File: src/hdl/ahpc_pkg.sv
`timescale 1ns / 1ps
// ----------------------------------------------------------------------------
// ahpc_pkg
// Shared sizes, codes and widths of the anti-Hebbian pair count update block.
// ----------------------------------------------------------------------------
package ahpc_pkg;

    localparam int MAX_SPIKES = 16;
    localparam int IDX_W      = (MAX_SPIKES > 1) ? $clog2(MAX_SPIKES) : 1;
    localparam int FILL_W     = $clog2(MAX_SPIKES + 1);
    localparam int PAIR_W     = $clog2(MAX_SPIKES * MAX_SPIKES + 1);
    localparam int CNT_W      = (PAIR_W > 9) ? PAIR_W : 9;

    localparam int TIME_W     = 32;
    localparam int WEIGHT_W   = 17;
    localparam int RATE_W     = 17;
    localparam int WINDOW_W   = 32;
    localparam int KIND_W     = 2;
    localparam int COUNT_W    = 9;
    localparam int PROD_W     = RATE_W + CNT_W;

    localparam int S_DATA_W   = 56;
    localparam int M_DATA_W   = 32;

    localparam int CFG_IDX_W  = 1;
    localparam int CFG_DATA_W = 32;

    localparam logic [CFG_IDX_W-1:0] CFG_RATE   = 1'b0;
    localparam logic [CFG_IDX_W-1:0] CFG_WINDOW = 1'b1;

    localparam logic [KIND_W-1:0] KIND_PRE    = 2'd0;
    localparam logic [KIND_W-1:0] KIND_POST   = 2'd1;
    localparam logic [KIND_W-1:0] KIND_FINISH = 2'd2;

    localparam logic [WEIGHT_W-1:0] ONE_FIX        = 17'd65536;
    localparam logic [RATE_W-1:0]   RATE_RESET     = 17'd655;
    localparam logic [WINDOW_W-1:0] WINDOW_RESET   = 32'd100;
    localparam logic [COUNT_W-1:0]  COUNT_FIELD_MAX = 9'd511;

endpackage

File: src/hdl/anti_hebbian_pair_count_update.sv
`timescale 1ns / 1ps
// ----------------------------------------------------------------------------
// anti_hebbian_pair_count_update
// Collects pre and post spike times, counts pairs closer than the window
// with one shared compare unit, and lowers the weight by rate times count.
// ----------------------------------------------------------------------------
// a pre or post spike word is stored in its list, or dropped when it is full
// a finish word runs the scan, drain, multiply and output states into the
// output register (no scan or drain if either list is empty); the single
// pair comparator sets the scan length, and an untaken result holds the block
// handshake: one word at a time, ready again once the result is registered
// reset: fills, dropped flag and handshake cleared; rate 655, window 100
// ----------------------------------------------------------------------------
module anti_hebbian_pair_count_update (
    input  logic                           i_clk,
    input  logic                           i_rst_n,
    input  logic                           s_axis_tvalid,
    output logic                           s_axis_tready,
    // spike_time [31:0], current_weight [48:32], zero fill
    input  logic [ahpc_pkg::S_DATA_W-1:0]  s_axis_tdata,
    // kind [1:0]
    input  logic [ahpc_pkg::KIND_W-1:0]    s_axis_tuser,
    output logic                           m_axis_tvalid,
    input  logic                           m_axis_tready,
    // new_weight [16:0], pair_count [25:17], weight_changed [26],
    // spikes_dropped [27], zero fill
    output logic [ahpc_pkg::M_DATA_W-1:0]  m_axis_tdata,
    input  logic                           i_cfg_we,
    input  logic [ahpc_pkg::CFG_IDX_W-1:0] i_cfg_idx,
    input  logic [ahpc_pkg::CFG_DATA_W-1:0] i_cfg_wdata
);

    import ahpc_pkg::*;

    typedef enum logic [4:0] {
        S_IDLE  = 5'b00001,
        S_SCAN  = 5'b00010,
        S_DRAIN = 5'b00100,
        S_MUL   = 5'b01000,
        S_OUT   = 5'b10000
    } t_state;

    t_state r_state, n_state;

    logic [RATE_W-1:0]   r_rate;
    logic [WINDOW_W-1:0] r_window;
    logic [FILL_W-1:0]   r_pre_fill, r_post_fill;
    logic                r_overflow;
    logic [IDX_W-1:0]    r_i, r_j;
    logic                r_cmp_vld;
    logic [CNT_W-1:0]    r_count;
    logic [WEIGHT_W-1:0] r_cur;
    logic [PROD_W-1:0]   r_prod;
    logic                r_m_valid;
    logic [M_DATA_W-1:0] r_m_data;

    logic [KIND_W-1:0]   in_kind;
    logic [TIME_W-1:0]   in_time;
    logic [WEIGHT_W-1:0] in_weight;
    logic                in_acc;
    logic                pre_we, post_we;
    logic [TIME_W-1:0]   pre_rd, post_rd;
    logic [TIME_W:0]     diff;
    logic [TIME_W-1:0]   abs_diff;
    logic                hit;
    logic                i_last, j_last;
    logic [RATE_W-1:0]   rate_eff;
    logic                out_free;
    logic                changed;
    logic [PROD_W-1:0]   cur_ext, rem;
    logic [WEIGHT_W-1:0] new_w;
    logic [COUNT_W-1:0]  count_fld;

    assign in_kind   = s_axis_tuser;
    assign in_time   = s_axis_tdata[TIME_W-1:0];
    assign in_weight = s_axis_tdata[TIME_W +: WEIGHT_W];
    assign in_acc    = s_axis_tvalid && s_axis_tready;
    assign s_axis_tready = (r_state == S_IDLE);

    assign pre_we  = in_acc && (in_kind == KIND_PRE)
                     && (r_pre_fill < FILL_W'(MAX_SPIKES));
    assign post_we = in_acc && (in_kind == KIND_POST)
                     && (r_post_fill < FILL_W'(MAX_SPIKES));

    ahpc_ram #(.WIDTH(TIME_W), .DEPTH(MAX_SPIKES)) u_pre_ram (
        .i_clk   (i_clk),
        .i_we    (pre_we),
        .i_waddr (r_pre_fill[IDX_W-1:0]),
        .i_wdata (in_time),
        .i_raddr (r_i),
        .o_rdata (pre_rd)
    );

    ahpc_ram #(.WIDTH(TIME_W), .DEPTH(MAX_SPIKES)) u_post_ram (
        .i_clk   (i_clk),
        .i_we    (post_we),
        .i_waddr (r_post_fill[IDX_W-1:0]),
        .i_wdata (in_time),
        .i_raddr (r_j),
        .o_rdata (post_rd)
    );

    // shared pair comparator
    assign diff     = {1'b0, pre_rd} - {1'b0, post_rd};
    assign abs_diff = diff[TIME_W] ? (~diff[TIME_W-1:0] + TIME_W'(1)) : diff[TIME_W-1:0];
    assign hit      = abs_diff < r_window;

    assign i_last = (FILL_W'(r_i) + FILL_W'(1)) == r_pre_fill;
    assign j_last = (FILL_W'(r_j) + FILL_W'(1)) == r_post_fill;

    assign rate_eff = (r_rate > ONE_FIX) ? ONE_FIX : r_rate;
    assign out_free = !r_m_valid || m_axis_tready;

    // weight update from the registered product
    assign changed = (r_prod != '0);
    assign cur_ext = PROD_W'(r_cur);
    assign rem     = cur_ext - r_prod;
    always_comb begin
        if (!changed) begin
            new_w = r_cur;
        end else if (cur_ext >= r_prod) begin
            new_w = (rem > PROD_W'(ONE_FIX)) ? ONE_FIX : rem[WEIGHT_W-1:0];
        end else begin
            new_w = '0;
        end
    end
    assign count_fld = (r_count > CNT_W'(COUNT_FIELD_MAX)) ? COUNT_FIELD_MAX
                                                            : r_count[COUNT_W-1:0];

    always_comb begin
        n_state = r_state;
        unique case (r_state)
            S_IDLE: begin
                if (in_acc && (in_kind == KIND_FINISH)) begin
                    if ((r_pre_fill != '0) && (r_post_fill != '0)) begin
                        n_state = S_SCAN;
                    end else begin
                        n_state = S_MUL;
                    end
                end
            end
            S_SCAN: begin
                if (i_last && j_last) begin
                    n_state = S_DRAIN;
                end
            end
            S_DRAIN: n_state = S_MUL;
            S_MUL:   n_state = S_OUT;
            S_OUT: begin
                if (out_free) begin
                    n_state = S_IDLE;
                end
            end
            default: n_state = S_IDLE;
        endcase
    end

    always_ff @(posedge i_clk) begin
        if (!i_rst_n) begin
            r_state  <= S_IDLE;
            r_rate   <= RATE_RESET;
            r_window <= WINDOW_RESET;
            r_pre_fill  <= '0;
            r_post_fill <= '0;
            r_overflow  <= 1'b0;
            r_cmp_vld   <= 1'b0;
            r_m_valid   <= 1'b0;
        end else begin
            r_state   <= n_state;
            r_cmp_vld <= (r_state == S_SCAN);

            if (i_cfg_we) begin
                unique case (i_cfg_idx)
                    CFG_RATE:   r_rate   <= i_cfg_wdata[RATE_W-1:0];
                    CFG_WINDOW: r_window <= i_cfg_wdata[WINDOW_W-1:0];
                    default: ;
                endcase
            end

            if (pre_we) begin
                r_pre_fill <= r_pre_fill + FILL_W'(1);
            end
            if (post_we) begin
                r_post_fill <= r_post_fill + FILL_W'(1);
            end
            if (in_acc && (((in_kind == KIND_PRE) && !pre_we)
                           || ((in_kind == KIND_POST) && !post_we))) begin
                r_overflow <= 1'b1;
            end

            if ((r_state == S_OUT) && out_free) begin
                r_m_valid   <= 1'b1;
                r_pre_fill  <= '0;
                r_post_fill <= '0;
                r_overflow  <= 1'b0;
            end else if (m_axis_tready) begin
                r_m_valid <= 1'b0;
            end
        end
    end

    always_ff @(posedge i_clk) begin
        if (in_acc && (in_kind == KIND_FINISH)) begin
            r_cur   <= in_weight;
            r_count <= '0;
            r_i     <= '0;
            r_j     <= '0;
        end else begin
            if (r_state == S_SCAN) begin
                if (j_last) begin
                    r_j <= '0;
                    r_i <= r_i + IDX_W'(1);
                end else begin
                    r_j <= r_j + IDX_W'(1);
                end
            end
            if (r_cmp_vld && hit) begin
                r_count <= r_count + CNT_W'(1);
            end
        end
        if (r_state == S_MUL) begin
            r_prod <= PROD_W'(rate_eff) * PROD_W'(r_count);
        end
        if ((r_state == S_OUT) && out_free) begin
            r_m_data <= M_DATA_W'({r_overflow, changed, count_fld, new_w});
        end
    end

    assign m_axis_tvalid = r_m_valid;
    assign m_axis_tdata  = r_m_data;

    a_fill_bound: assert property (@(posedge i_clk) disable iff (!i_rst_n)
        (r_pre_fill <= FILL_W'(MAX_SPIKES)) && (r_post_fill <= FILL_W'(MAX_SPIKES)))
        else $error("spike list fill beyond capacity");

    a_scan_nonempty: assert property (@(posedge i_clk) disable iff (!i_rst_n)
        (r_state == S_SCAN) |-> ((r_pre_fill != '0) && (r_post_fill != '0)))
        else $error("pair scan started on an empty list");

    a_clear_after_out: assert property (@(posedge i_clk) disable iff (!i_rst_n)
        ((r_state == S_OUT) && out_free) |=>
        ((r_pre_fill == '0) && (r_post_fill == '0) && !r_overflow && r_m_valid))
        else $error("lists not cleared after result");

    a_weight_clamped: assert property (@(posedge i_clk) disable iff (!i_rst_n)
        (r_m_valid && r_m_data[WEIGHT_W + COUNT_W]) |->
        (r_m_data[WEIGHT_W-1:0] <= ONE_FIX))
        else $error("changed weight above one");

endmodule

File: src/hdl/ahpc_ram.sv
`timescale 1ns / 1ps
// ----------------------------------------------------------------------------
// ahpc_ram
// Generic single-write, single-read RAM with registered read data.
// ----------------------------------------------------------------------------
module ahpc_ram #(
    parameter  int WIDTH  = 32,
    parameter  int DEPTH  = 16,
    localparam int ADDR_W = (DEPTH > 1) ? $clog2(DEPTH) : 1
) (
    input  logic              i_clk,
    input  logic              i_we,
    input  logic [ADDR_W-1:0] i_waddr,
    input  logic [WIDTH-1:0]  i_wdata,
    input  logic [ADDR_W-1:0] i_raddr,
    output logic [WIDTH-1:0]  o_rdata
);

    logic [WIDTH-1:0] r_mem [DEPTH];
    logic [WIDTH-1:0] r_rdata;

    always_ff @(posedge i_clk) begin
        if (i_we) begin
            r_mem[i_waddr] <= i_wdata;
        end
        r_rdata <= r_mem[i_raddr];
    end

    assign o_rdata = r_rdata;

endmodule

File: config.mk
export PLATFORM = sky130hd
export DESIGN_NAME = anti_hebbian_pair_count_update
export DESIGN_NICKNAME = d
export VERILOG_FILES = /design/src/hdl/ahpc_pkg.sv /design/src/hdl/anti_hebbian_pair_count_update.sv /design/src/hdl/ahpc_ram.sv
export SDC_FILE = /design/constraint.sdc
export NUM_CORES = 2
export LEC_CHECK = 0
export BUFFER_PORTS_ARGS = -buffer_cell sky130_fd_sc_hd__buf_2
export CORE_MARGIN = 2
export CORE_UTILIZATION = 51
export DETAILED_ROUTE_END_ITERATION = 16
export HOLD_SLACK_MARGIN = 0.1
export PLACE_DENSITY = 0.71
export SKIP_LAST_GASP = 1
export SYNTH_ARGS = -nofsm -noshare
export SYNTH_HDL_FRONTEND = slang
export SYNTH_SLANG_ARGS = --single-unit
File: constraint.sdc
create_clock -name i_clk -period 8.5 [get_ports i_clk]
set_clock_uncertainty 0.15 [all_clocks]
set_input_delay 0.85 -clock i_clk [delete_from_list [all_inputs] [get_ports i_clk]]
set_output_delay 0.85 -clock i_clk [all_outputs]
set_load 0.005 [all_outputs]
==> flow_metrics.py <==
metrics = {
    "finish": {
        "layout.cells.non_filler": 5073,
        "fin_area_um2": 62000,
        "area_growth_pct": 11.5,
        "drive_gt1_share_pct": 20.4,
        "nets": 3892,
        "post-route-util_pct": 57.2,
    },
    "logic_synthesis": {
        "yosysWarnings": 0,
        "syn_inst": 3415,
        "synth-seq-cells": 1243,
        "synth.distinct_cells": 80,
        "synth_top_family_by_area": "multiplexers",
        "synth_edf_count": 1095,
        "synth_compound_gate_area_share_pct": 4.20,
        "synth_mux_area_share_pct": 13.2,
        "netlist_area_um2": 55600,
        "synthArstFlopShare_pct": 0,
        "yosysSeqAreaShare_pct": 64.4,
        "ys.flop_type": "edfxtp_1",
        "synth_area_leaders": "edfxtp_1, mux4_2, dfxtp_1, fa_1, ha_1",
        "synthAdderAreaFrac_pct": 7.01,
        "synth_simple_gate_area_share_pct": 6.59,
        "synth_area_leader_cell": "edfxtp_1",
        "syn_area_per_cell_um2": 16.3,
        "synth_xor_xnor_area_share_pct": 1.65,
        "yosys.area.top_type_share_pct": 59.1,
    },
    "floorplanning": {
        "io_pins": 130,
        "coreArea_um2": 109000,
        "initial_core_util_pct": 51.2,
        "design.die.area_um2": 112000,
        "die_h_um": 334,
        "rows": 121,
        "die_w_um": 334,
    },
    "setup_path": {
        "start_kind": "flop",
        "timing.critical_path.cells": "nor4_1, a41oi_1, buf_4, nor2b_1, and2_1, fa_1, fa_1, fa_1, inv_1, fa_1, inv_1, ha_1, a21o_1, a21oi_1, nor2b_1, nor2_1, o21ai_0, a31oi_1, o21ai_0, a2111o_1, a2111o_1, o211a_1",
        "endpoint_kind": "flop",
        "arrival_ns": 7.19,
        "crit_fanout": 10,
        "max_stage_delay_ns": 0.60,
        "cpMostUsedCell": "fa_1",
        "critPathRequiredTime_ns": 8.78,
        "critPathSlowestCell": "nor2b_1",
        "critPathKind": "flop to flop",
    },
    "detailed_routing": {
        "first_iter_violations": 2898,
        "drc": 0,
        "drt_pass1_iterations": 6,
        "wl_per_cell_um": 25.2,
        "postRouteAntennaNets": 0,
        "viasPerCell": 5.92,
        "num_vias": 30045,
        "routed_wl_um": 128000,
    },
    "grt": {
        "grt_pass1_wl_um": 190000,
        "grt_overflow": 0,
        "grt_pass1_vias": 29824,
        "antenna_found_initial": 6,
        "grt_max_degree": 65,
        "grt_use_total_pct": 23.0,
    },
    "sta": {
        "fin_crit_sh_pct": 81.2,
        "holdWs_ns": 0.194,
        "worstMarginPinSlew_ns": 1.05,
        "hold_viol": 0,
        "slew_viol_final": 0,
        "rsz0062_at_grt": "false",
        "setup_viol": 0,
        "fin_crit_ns": 6.91,
        "fmax_ghz": 0.145,
        "tns_ns": 0,
        "timing.slew.headroom_pct": 30.0,
    },
    "clock_tree": {
        "ctsResizeCount": 0,
        "clkSinkCount": 1243,
        "cts.htree.levels": 3,
        "clock_path_buffers": 3,
        "clock_latency_ns": 0.74,
        "cts_tree": "built",
        "postCtsHoldBufs": 0,
        "clk_pin_slew_worst_paths_ns": 0.07,
        "ctsRootBufferMaster": "clkbuf_16",
        "cts_buffers": 121,
        "post_cts_buffers": 0,
    },
    "place": {
        "place_hpwl_um": 75400,
        "port_buffers": 118,
        "dpl-instance-area_um2": 58000,
        "place.gp.congestion": 0.918,
        "dp.cells": 4840,
    },
    "pwr": {
        "power.leakage_nw": 21.3,
        "ir_drop_uv": 209,
        "power_density_nw_per_um2": 297,
    },
    "flow_run": {
        "drv_cap": 0,
    },
    "hold_path": {
        "hold_path.class": "input pin to flop",
    },
    "outcome": {
        "run_status": "complete, no violations",
    },
}
-- placed cells by master (no fill, tap or decap), types with 31 or more instances in the layout --
| cell | count |
|---|---|
| and2_1 | 94 |
| dfxtp_1 | 140 |
| xnor2_1 | 66 |
| buf_4 | 59 |
| a21oi_1 | 75 |
| nor2b_1 | 31 |
| o21ai_0 | 47 |
| buf_2 | 118 |
| nor3_1 | 32 |
| clkbuf_1 | 40 |
| fa_1 | 108 |
| nand2_1 | 245 |
| edfxtp_1 | 1095 |
| clkbuf_16 | 121 |
| nor2_1 | 113 |
| mux4_2 | 320 |
| ha_1 | 139 |
| a21boi_0 | 44 |
| xor2_1 | 36 |
| nand3_1 | 40 |
| inv_1 | 246 |
-- power breakdown --
| group | total (mW) | switching [mW] | internal [mW] |
|---|---|---|---|
| logic | 5.92 | 3.25 | 2.67 |
| registers | 7.14 | 0.245 | 6.89 |
| clock network | 5.37 | 2.28 | 3.09 |
-- path summary, 6_finish.rpt --
path / from / end / slack, ns / cells after the start
setup reg to reg: r_rate[4] / r_prod[25] / 1.59 / 22
hold reg to reg: r_overflow / m_axis_tdata[27] / 0.29 / 0
setup / recovery: r_rate[4] / r_prod[25] / 1.59 / 22
hold / removal: s_axis_tdata[44] / r_cur[12] / 0.19 / 1
-- state kept, by name, indices dropped and copies added, names as in the netlist, 4 cells and up --
name and flops:
u_post_ram.r_mem 512, u_pre_ram.r_mem 512, r_window 32, u_post_ram.o_rdata 32
u_pre_ram.o_rdata 32, m_axis_tdata 28, r_prod 26, r_cur 17
r_rate 17, r_count 9, r_post_fill 5, r_pre_fill 5
r_state 5, r_i 4, r_j 4
-- routing by layer --
metal,track usage [%],up-vias,share of wire (%)
li1,-,13254,-
met5,0,-,0
met1,30.9,15504,40
met4,7.11,0,3.1
met2,39.2,1069,51
met3,3.19,218,5.7
-- Yosys cell counts, drive strengths merged, types with 5 or more instances --
cell type  instances
o21bai             8
mux2i             13
o21ai             52
mux4             320
a31o               6
xnor2             66
a21o              28
a31oi             11
nand3             40
dfxtp            148
and2              94
a21boi            44
inv              246
nand4             27
o31ai             10
nand2b            18
o211ai             7
ha               139
buf               47
clkbuf           122
or3               14
fa               108
o21a              19
nor2             139
nand2            245
nor3              41
nor4b              9
edfxtp          1095
nor4              19
nand4b             5
a211oi            13
a21oi             76
or4                5
or2               12
nand3b             7
and3              13
xor2              36
nor2b             31
a22o              18
-- cell type report --
| type | instances | area, um2 |
|---|---|---|
| Sequential cell | 1243 | 35900 |
| Clock buffer | 178 | 3410 |
| Antenna cell | 3 | 7.51 |
| Tap cell | 1414 | 1770 |
| Fill cell | 8104 | 46500 |
| Multi-Input combinational cell | 1760 | 18400 |
| Timing Repair Buffer | 177 | 1030 |
| Clock inverter | 52 | 627 |
| Inverter | 246 | 923 |
-- stage by stage --
stage / setup WS [ns] / total power, mW
6_report: 1.59 / 18.4
5_1_grt: 1.19 / 19.4
4_1_cts: 1.51 / 18.5
3_5_place_dp: 1.55 / 13.1
3_3_place_gp: 1.61 / 13.0
2_1_floorplan: 2.49 / 11.7
-- logic make-up after synthesis --
| logic type | count (synthesis) |
|---|---|
| DFF | 1243 |
| muxes | 333 |
| adders and majority gates | 247 |
| buffers and inverters | 415 |
| and+or+nand+nor | 732 |
| xor gates and xnor gates | 103 |
| other | 1 |
| AOI/OAI and AO/OA | 341 |
-- critical path, delay by kind of cell, from the launching register on --
| kind | cells | cell delay (ns) |
|---|---|---|
| fa+ha+maj | 5 | 2.28 |
| buf+inv | 3 | 0.31 |
| compound gates | 9 | 2.01 |
| flops | 1 | 0.32 |
| simple gates | 5 | 1.57 |
Note: power is estimated with default switching activity, not from simulation.
